==> config.mk <==
export PLATFORM = sky130hd
export DESIGN_NAME = serial_command_frame_parser
export DESIGN_NICKNAME = d
export VERILOG_FILES = /design/src/hdl/scf_pkg.sv /design/src/hdl/scf_parse.sv /design/src/hdl/scf_emit.sv /design/src/hdl/serial_command_frame_parser.sv
export SDC_FILE = /design/constraint.sdc
export NUM_CORES = 1
export LEC_CHECK = 0
export ABC_AREA = 0
export BUFFER_PORTS_ARGS = -buffer_cell sky130_fd_sc_hd__buf_2
export CAP_MARGIN = 20
export CORE_MARGIN = 2
export CORE_UTILIZATION = 55
export CTS_BUF_LIST = sky130_fd_sc_hd__clkbuf_8
export DETAILED_ROUTE_END_ITERATION = 6
export PLACE_DENSITY = 0.77
export REMOVE_ABC_BUFFERS = 1
export SYNTH_ARGS = -nofsm -noshare
export SYNTH_HDL_FRONTEND = slang
export SYNTH_SLANG_ARGS = --single-unit
==> constraint.sdc <==
create_clock -name clk -period 2.4 [get_ports clk]
set_clock_uncertainty 0.15 [all_clocks]
set_input_delay 0.12 -clock clk [delete_from_list [all_inputs] [get_ports clk]]
set_output_delay 0.12 -clock clk [all_outputs]
set_load 0.05 [all_outputs]
==> src/hdl/scf_pkg.sv <==
package scf_pkg;

  localparam logic [7:0] START_BYTE    = 8'hFE;
  localparam logic [7:0] MAX_FRAME_LEN = 8'd15;

  localparam logic [7:0] CMD_REPLY_ONE   = 8'h01;
  localparam logic [7:0] CMD_STATUS      = 8'h02;
  localparam logic [7:0] CMD_REPLY_THREE = 8'h03;

  // Reply jobs handed from the parser to the emitter.
  localparam logic [1:0] JOB_NONE   = 2'd0;
  localparam logic [1:0] JOB_ONE    = 2'd1;
  localparam logic [1:0] JOB_THREE  = 2'd2;
  localparam logic [1:0] JOB_STATUS = 2'd3;

  typedef struct packed {
    logic       valid;
    logic [1:0] code;
  } job_t;

  function automatic logic [3:0] reply_len(input logic [1:0] code);
    logic [3:0] n;
    unique case (code)
      JOB_ONE:    n = 4'd9;
      JOB_THREE:  n = 4'd8;
      JOB_STATUS: n = 4'd1;
      default:    n = 4'd0;
    endcase
    return n;
  endfunction

  function automatic logic [7:0] reply_byte(input logic [1:0] code, input logic [3:0] idx);
    logic [7:0] b;
    b = 8'h00;
    if (code == JOB_ONE) begin
      case (idx)
        4'd0:    b = 8'hFE;
        4'd1:    b = 8'h07;
        4'd2:    b = 8'h00;
        4'd3:    b = 8'h02;
        4'd4:    b = 8'h01;
        4'd5:    b = 8'd23;
        4'd6:    b = 8'd48;
        4'd7:    b = 8'h51;
        4'd8:    b = 8'h45;
        default: b = 8'h00;
      endcase
    end else if (code == JOB_THREE) begin
      case (idx)
        4'd0:    b = 8'hFE;
        4'd1:    b = 8'h07;
        4'd2:    b = 8'h00;
        4'd3:    b = 8'h02;
        4'd4:    b = 8'h03;
        4'd5:    b = 8'h01;
        4'd6:    b = 8'h0D;
        4'd7:    b = 8'h45;
        default: b = 8'h00;
      endcase
    end
    return b;
  endfunction

endpackage

==> src/hdl/scf_parse.sv <==
module scf_parse import scf_pkg::*; (
  input  logic       clk,
  input  logic       rst,
  input  logic       accept,
  input  logic [7:0] rx_byte,
  input  logic       job_take,
  output job_t       job
);

  localparam logic [1:0] PH_HUNT = 2'd0;
  localparam logic [1:0] PH_LEN  = 2'd1;
  localparam logic [1:0] PH_DATA = 2'd2;

  logic [1:0] phase, phase_next;
  logic [3:0] data_expected, data_expected_next;
  logic [3:0] data_count, data_count_next;
  logic [7:0] running_sum, running_sum_next;
  logic [7:0] command_code, command_code_next;
  logic [3:0] count_inc;
  logic [7:0] cmd_eff;
  logic [1:0] job_new;

  assign count_inc = data_count + 4'd1;
  // on a length-4 frame the command byte is also the checksum byte
  assign cmd_eff   = (data_count == 4'd2) ? rx_byte : command_code;

  always_comb begin
    phase_next         = phase;
    data_expected_next = data_expected;
    data_count_next    = data_count;
    running_sum_next   = running_sum;
    command_code_next  = command_code;
    job_new            = JOB_NONE;
    unique case (phase)
      PH_LEN: begin
        if (rx_byte == 8'd0 || rx_byte > MAX_FRAME_LEN) begin
          phase_next = PH_HUNT;
        end else begin
          data_expected_next = (rx_byte > 8'd1) ? rx_byte[3:0] - 4'd1 : 4'd1;
          data_count_next    = 4'd0;
          running_sum_next   = rx_byte;
          phase_next         = PH_DATA;
        end
      end
      PH_DATA: begin
        command_code_next = cmd_eff;
        data_count_next   = count_inc;
        if (count_inc >= data_expected) begin
          if (rx_byte == running_sum && count_inc >= 4'd3) begin
            if (cmd_eff == CMD_REPLY_ONE) begin
              job_new = JOB_ONE;
            end else if (cmd_eff == CMD_REPLY_THREE) begin
              job_new = JOB_THREE;
            end else if (cmd_eff == CMD_STATUS) begin
              job_new = JOB_STATUS;
            end
          end
          phase_next = PH_HUNT;
        end else begin
          running_sum_next = running_sum + rx_byte;
        end
      end
      default: begin
        phase_next = (rx_byte == START_BYTE) ? PH_LEN : PH_HUNT;
      end
    endcase
  end

  always_ff @(posedge clk) begin
    if (rst) begin
      phase         <= PH_HUNT;
      data_expected <= 4'd0;
      data_count    <= 4'd0;
      running_sum   <= 8'd0;
      command_code  <= 8'd0;
      job.valid     <= 1'b0;
      job.code      <= JOB_NONE;
    end else begin
      if (accept) begin
        phase         <= phase_next;
        data_expected <= data_expected_next;
        data_count    <= data_count_next;
        running_sum   <= running_sum_next;
        command_code  <= command_code_next;
      end
      if (accept && job_new != JOB_NONE) begin
        job.valid <= 1'b1;
        job.code  <= job_new;
      end else if (job_take) begin
        job.valid <= 1'b0;
      end
    end
  end

endmodule

==> src/hdl/scf_emit.sv <==
module scf_emit import scf_pkg::*; (
  input  logic       clk,
  input  logic       rst,
  input  job_t       job,
  output logic       job_take,
  output logic       out_valid,
  input  logic       out_stall,
  output logic [7:0] tx_byte,
  output logic       status_request,
  output logic       last
);

  logic       active;
  logic [1:0] cur_code;
  logic [3:0] idx;
  logic       out_adv;
  logic [3:0] cur_len;

  assign out_adv  = !out_valid || !out_stall;
  assign job_take = out_adv && !active && job.valid;
  assign cur_len  = reply_len(cur_code);

  always_ff @(posedge clk) begin
    if (rst) begin
      active    <= 1'b0;
      out_valid <= 1'b0;
      cur_code  <= JOB_NONE;
      idx       <= 4'd0;
    end else if (out_adv) begin
      if (active) begin
        out_valid      <= 1'b1;
        tx_byte        <= reply_byte(cur_code, idx);
        status_request <= 1'b0;
        last           <= (idx == cur_len - 4'd1);
        idx            <= idx + 4'd1;
        if (idx == cur_len - 4'd1) begin
          active <= 1'b0;
        end
      end else if (job.valid) begin
        out_valid      <= 1'b1;
        tx_byte        <= reply_byte(job.code, 4'd0);
        status_request <= (job.code == JOB_STATUS);
        last           <= (reply_len(job.code) == 4'd1);
        cur_code       <= job.code;
        idx            <= 4'd1;
        active         <= (reply_len(job.code) != 4'd1);
      end else begin
        out_valid <= 1'b0;
      end
    end
  end

endmodule

==> src/hdl/serial_command_frame_parser.sv <==
// Serial command frame parser.
// Input: one received byte per request on rx_byte (in_valid / in_stall).
// Frames are FE, length L (1..15), then max(L-1,1) data bytes whose last
// byte is the 8-bit sum of L and the earlier data bytes. Bad frames vanish.
// Output: reply bytes on tx_byte with last marking the final byte of a
// reply (out_valid / out_stall). Command 1 gives 9 bytes, command 3 gives
// 8 bytes, command 2 gives one request with status_request=1, tx_byte=0.
// Throughput: one input byte per cycle while in_stall is low; the parser updates its state in the
// cycle the byte is taken. A finished frame leaves a job in a one-entry job
// register; the emitter turns it into one output byte per cycle while not
// held by out_stall, the first byte passing from the job register into the output registers.
// in_stall rises only while a job waits and the emitter is still busy with
// an earlier reply or held by out_stall. With frames back to back, a 9-byte
// reply after a 5-byte frame holds off input, longer while out_stall is high.
// Output registers hold steady while out_valid and out_stall are both high.
// Reset (rst, synchronous) returns the parser to hunting for the start
// byte, drops any pending job and clears out_valid.
module serial_command_frame_parser import scf_pkg::*; (
  input  logic       clk,
  input  logic       rst,
  input  logic       in_valid,
  output logic       in_stall,
  input  logic [7:0] rx_byte,
  output logic       out_valid,
  input  logic       out_stall,
  output logic [7:0] tx_byte,
  output logic       status_request,
  output logic       last
);

  job_t job;
  logic job_take;
  logic accept;

  assign in_stall = job.valid && !job_take;
  assign accept   = in_valid && !in_stall;

  scf_parse u_parse (
    .clk      (clk),
    .rst      (rst),
    .accept   (accept),
    .rx_byte  (rx_byte),
    .job_take (job_take),
    .job      (job)
  );

  scf_emit u_emit (
    .clk            (clk),
    .rst            (rst),
    .job            (job),
    .job_take       (job_take),
    .out_valid      (out_valid),
    .out_stall      (out_stall),
    .tx_byte        (tx_byte),
    .status_request (status_request),
    .last           (last)
  );

  a_status_shape: assert property (@(posedge clk) disable iff (rst)
    out_valid && status_request |-> tx_byte == 8'h00 && last)
    else $error("status request must be a single zero byte");

  a_reply_continues: assert property (@(posedge clk) disable iff (rst)
    out_valid && !out_stall && !last |=> out_valid && !status_request)
    else $error("reply broken before its last byte");

  a_stall_needs_job: assert property (@(posedge clk) disable iff (rst)
    in_stall |-> job.valid)
    else $error("input stalled with no pending job");

  a_reset_idle: assert property (@(posedge clk)
    !rst && $past(rst) |-> !out_valid && !job.valid)
    else $error("output or job pending after reset");

endmodule

==> reports/results.tsv <==
stage	metric	value	unit
status	outcome	complete, but fails checks	
status	violations	setup timing	
sta	final-hold-violation-count	0	
synthesis	synth_seq_cells	60	
synthesis	synth.avg_cell_area	8.656	um^2
finish	layout_common_cells	sky130_fd_sc_hd__dfxtp_1 (48), sky130_fd_sc_hd__nor2_1 (42), sky130_fd_sc_hd__nand2_1 (36), sky130_fd_sc_hd__a21oi_1 (36), sky130_fd_sc_hd__buf_2 (23)	
sta	rsz0062_at_grt	yes	
clock_network	clock_tree.root_cell	sky130_fd_sc_hd__clkbuf_8	
die	core_region_area	0.005816	mm^2
sta	setup-tns-final	-1.380	ns
route	drcViolationCount	0	
finish	synthesis_to_finish_area_growth	22.28	%
route	drt_iter0_drc	192	
global_routing	maximum_number_of_pins_on_one_net_before_global_route_repair	40	
clock_network	cts_tree	built	
setup_path	cp_data_arrival_time	2.64	ns
place	place.detailed.hpwl	5296	um
die	die_width	81.03	um
synthesis	synth-async-reset-ratio	0	%
route	drt_first_pass_iters	4	
sta	slew_headroom	49.13	%
sta	min_period_over_period	107.2	%
die	rows	28	
global_routing	overflow	0	
sta	post-route-worst-setup-slack	-0.1726	ns
clock_network	cts_max_level	3	
power	p_int	0.001692	W
global_routing	grt_antenna_before_repair	0	
finish	antennaDiodeCount	0	
run	max-cap-violations	0	
synthesis	count_of_flip_flops_with_a_built_in_enable_after_synthesis	10	
clock_network	num_cts_buffers	9	
synthesis	synth_warnings	0	
global_routing	via_count_of_the_first_global_routing_pass	2835	
sta	final.min_clock_period	2.573	ns
sta	timing_max_transition_violations_final	0	
clock_network	cts_buffer_depth	2	
route	routed_via_count_divided_by_cell_count	5.768	
route	detail-route-antenna-nets	0	
synthesis	post_synth_instance_area	0.003263	mm^2
clock_network	total_number_of_clock_tree_sinks	60	
finish	mostFrequentLayoutCell	sky130_fd_sc_hd__dfxtp_1	
place	place.gp.congestion	0.8576	
power	largest_vdd_supply_drop	343.2	uV
synthesis	synth.yosys.seq_area_share	39.88	%
power	total_switching_power	0.0004632	W
finish	nets	463	
power	powerDensity	540.0	mW/mm^2
place	io_buffers	23	
clock_network	clkTransAtPathRegs	0.06	ns
route	detailed_route_wire_length_per_cell	15.57	um
die	initial_core_util	56.11	%
min_path	timing.hold.worst.class	input pin to flip-flop	
global_routing	grt_pass1_wl	13180	um
sta	worst-slew-pin-transition	0.7602	ns
setup_path	cp_max_fo	7	
clock_network	worst_skew_pair.late_latency	0.34	ns
synthesis	synth_ff_type	sky130_fd_sc_hd__dfxtp_1	
setup_path	critPathLaunchType	flip-flop	
sta	maxClockFrequency	0.3887	GHz
power	power_frac_comb	4.9	%
finish	num-fill-cells	491	
synthesis	synth_cells	377	
setup_path	path_class	flip-flop to flip-flop	
power	switching_share	21.50	%
power	pwr-share-seq	47.2	%
power	totalPowerFinal	0.002155	W
synthesis	yosys.cell_types.count	57	
sta	timing.final.setup_violations	13	
global_routing	grt_use_total	26.31	%
die	chipHeight	81.03	um
route	wl	7924	um
power	clock_power_share	47.9	%
route	num_vias	2936	
finish	drive_above_1_share	19.82	%
power	power_leakage	1.530	nW
die	die_area	0.006565	mm^2
setup_path	critPathRequiredTime	2.47	ns
die	top_level_ports	24	
setup_path	type_of_destination_of_the_critical_path	flip-flop	
[metal layers]
layer	vias up	GRT usage [%]	wire, um
met5	-	0	0
met4	0	10.51	146
met3	18	6.667	422
met2	90	40.58	3735
met1	1374	35.34	3620
li1	1454	-	-
[cell type report]
type	instances	area, um^2	share of cell area [%]
timing repair buffer	55	402.9	10.10
clock buffer	11	151.4	3.794
tap	75	93.84	2.352
inverter	17	63.81	1.599
clock inverter	5	76.32	1.913
sequential	60	1306	32.74
multi-input combinational	286	1896	47.51
[power groups by stage]
stage               registers, W  logic [W]  clock network (W)
floorplan                0.00104  0.0000410                  0
global placement         0.00104  0.0000872                  0
detailed placement       0.00104  0.0000890                  0
CTS                      0.00102   0.000100            0.00104
global route             0.00102   0.000115            0.00109
finish                   0.00102   0.000105            0.00103
[critical path, stage by stage (launching register included)]
cell and delay, ns:
sky130_fd_sc_hd__dfxtp_4 0.36, sky130_fd_sc_hd__ha_4 0.17, sky130_fd_sc_hd__xor2_2 0.18, sky130_fd_sc_hd__ha_1 0.31, sky130_fd_sc_hd__a21oi_1 0.14, sky130_fd_sc_hd__o21ai_1 0.08, sky130_fd_sc_hd__maj3_2 0.34, sky130_fd_sc_hd__a211oi_4 0.34
sky130_fd_sc_hd__buf_12 0.16, sky130_fd_sc_hd__mux2i_1 0.17, sky130_fd_sc_hd__nor2_1 0.05
[what timing repair did]
| action | in CTS | in global routing |
|---|---|---|
| cloned | 1 | 0 |
| endpoints found under the hold margin | 9 | 0 |
| setup buffers | 3 | 2 |
| hold buffers | 8 | 0 |
| resized for setup | 13 | 9 |
| pin swaps | 5 | 9 |
| setup endpoints to repair | 13 | 17 |
[metrics by stage]
stage	hold slack (ns)	util, %	setup WS [ns]	std cells	cell area, um^2
after global placement	0.2886	61.45	-0.1686	481	3573
final	0.06715	68.61	-0.1726	509	3990
after global routing	0.07928	68.61	-0.2925	509	3990
after detailed placement	0.2964	61.45	-0.2730	481	3573
after floorplan	0.03465	-	-0.3138	363	3202
after CTS	0.03028	68.40	-0.1465	509	3978
[cell usage after synthesis, types with 7 or more instances]
library cell,n,area (um^2)
sky130_fd_sc_hd__nor2b_1,7,43.79
sky130_fd_sc_hd__ha_1,21,262.8
sky130_fd_sc_hd__inv_1,16,60.06
sky130_fd_sc_hd__a31oi_1,8,50.05
sky130_fd_sc_hd__dfxtp_1,50,1001
sky130_fd_sc_hd__clkbuf_1,10,37.54
sky130_fd_sc_hd__mux2i_1,11,110.1
sky130_fd_sc_hd__a211oi_1,9,67.56
sky130_fd_sc_hd__nor3_1,13,65.06
sky130_fd_sc_hd__nor2_1,44,165.2
sky130_fd_sc_hd__nand2_1,36,135.1
sky130_fd_sc_hd__o21ai_0,16,80.08
sky130_fd_sc_hd__nand3_1,15,75.07
sky130_fd_sc_hd__a21oi_1,37,185.2
sky130_fd_sc_hd__edfxtp_1,10,300.3
[final timing paths]
path,depth (start not counted),slack [ns],end,startpoint
max,10,-0.17,u_parse.running_sum[1],u_parse.data_count[1]
min,5,0.07,u_parse.phase[0],rx_byte[6]
max reg2reg,10,-0.17,u_parse.running_sum[1],u_parse.data_count[1]
min reg2reg,2,0.30,u_parse.command_code[6],u_parse.command_code[6]
[cell families (layout without fill, tap and decap cells)]
logic type | count (synthesis) | in the layout | synth area share (%)
muxes | 12 | 12 | 3.719
and+or+nand+nor | 138 | 138 | 20.05
DFF | 60 | 60 | 39.88
xor gates and xnor gates | 9 | 9 | 2.415
AOI/OAI and AO/OA | 104 | 104 | 21.13
adders and majority gates | 23 | 23 | 8.972
buffers and inverters | 31 | 88 | 3.834
Power figures use the tool's default switching activity.
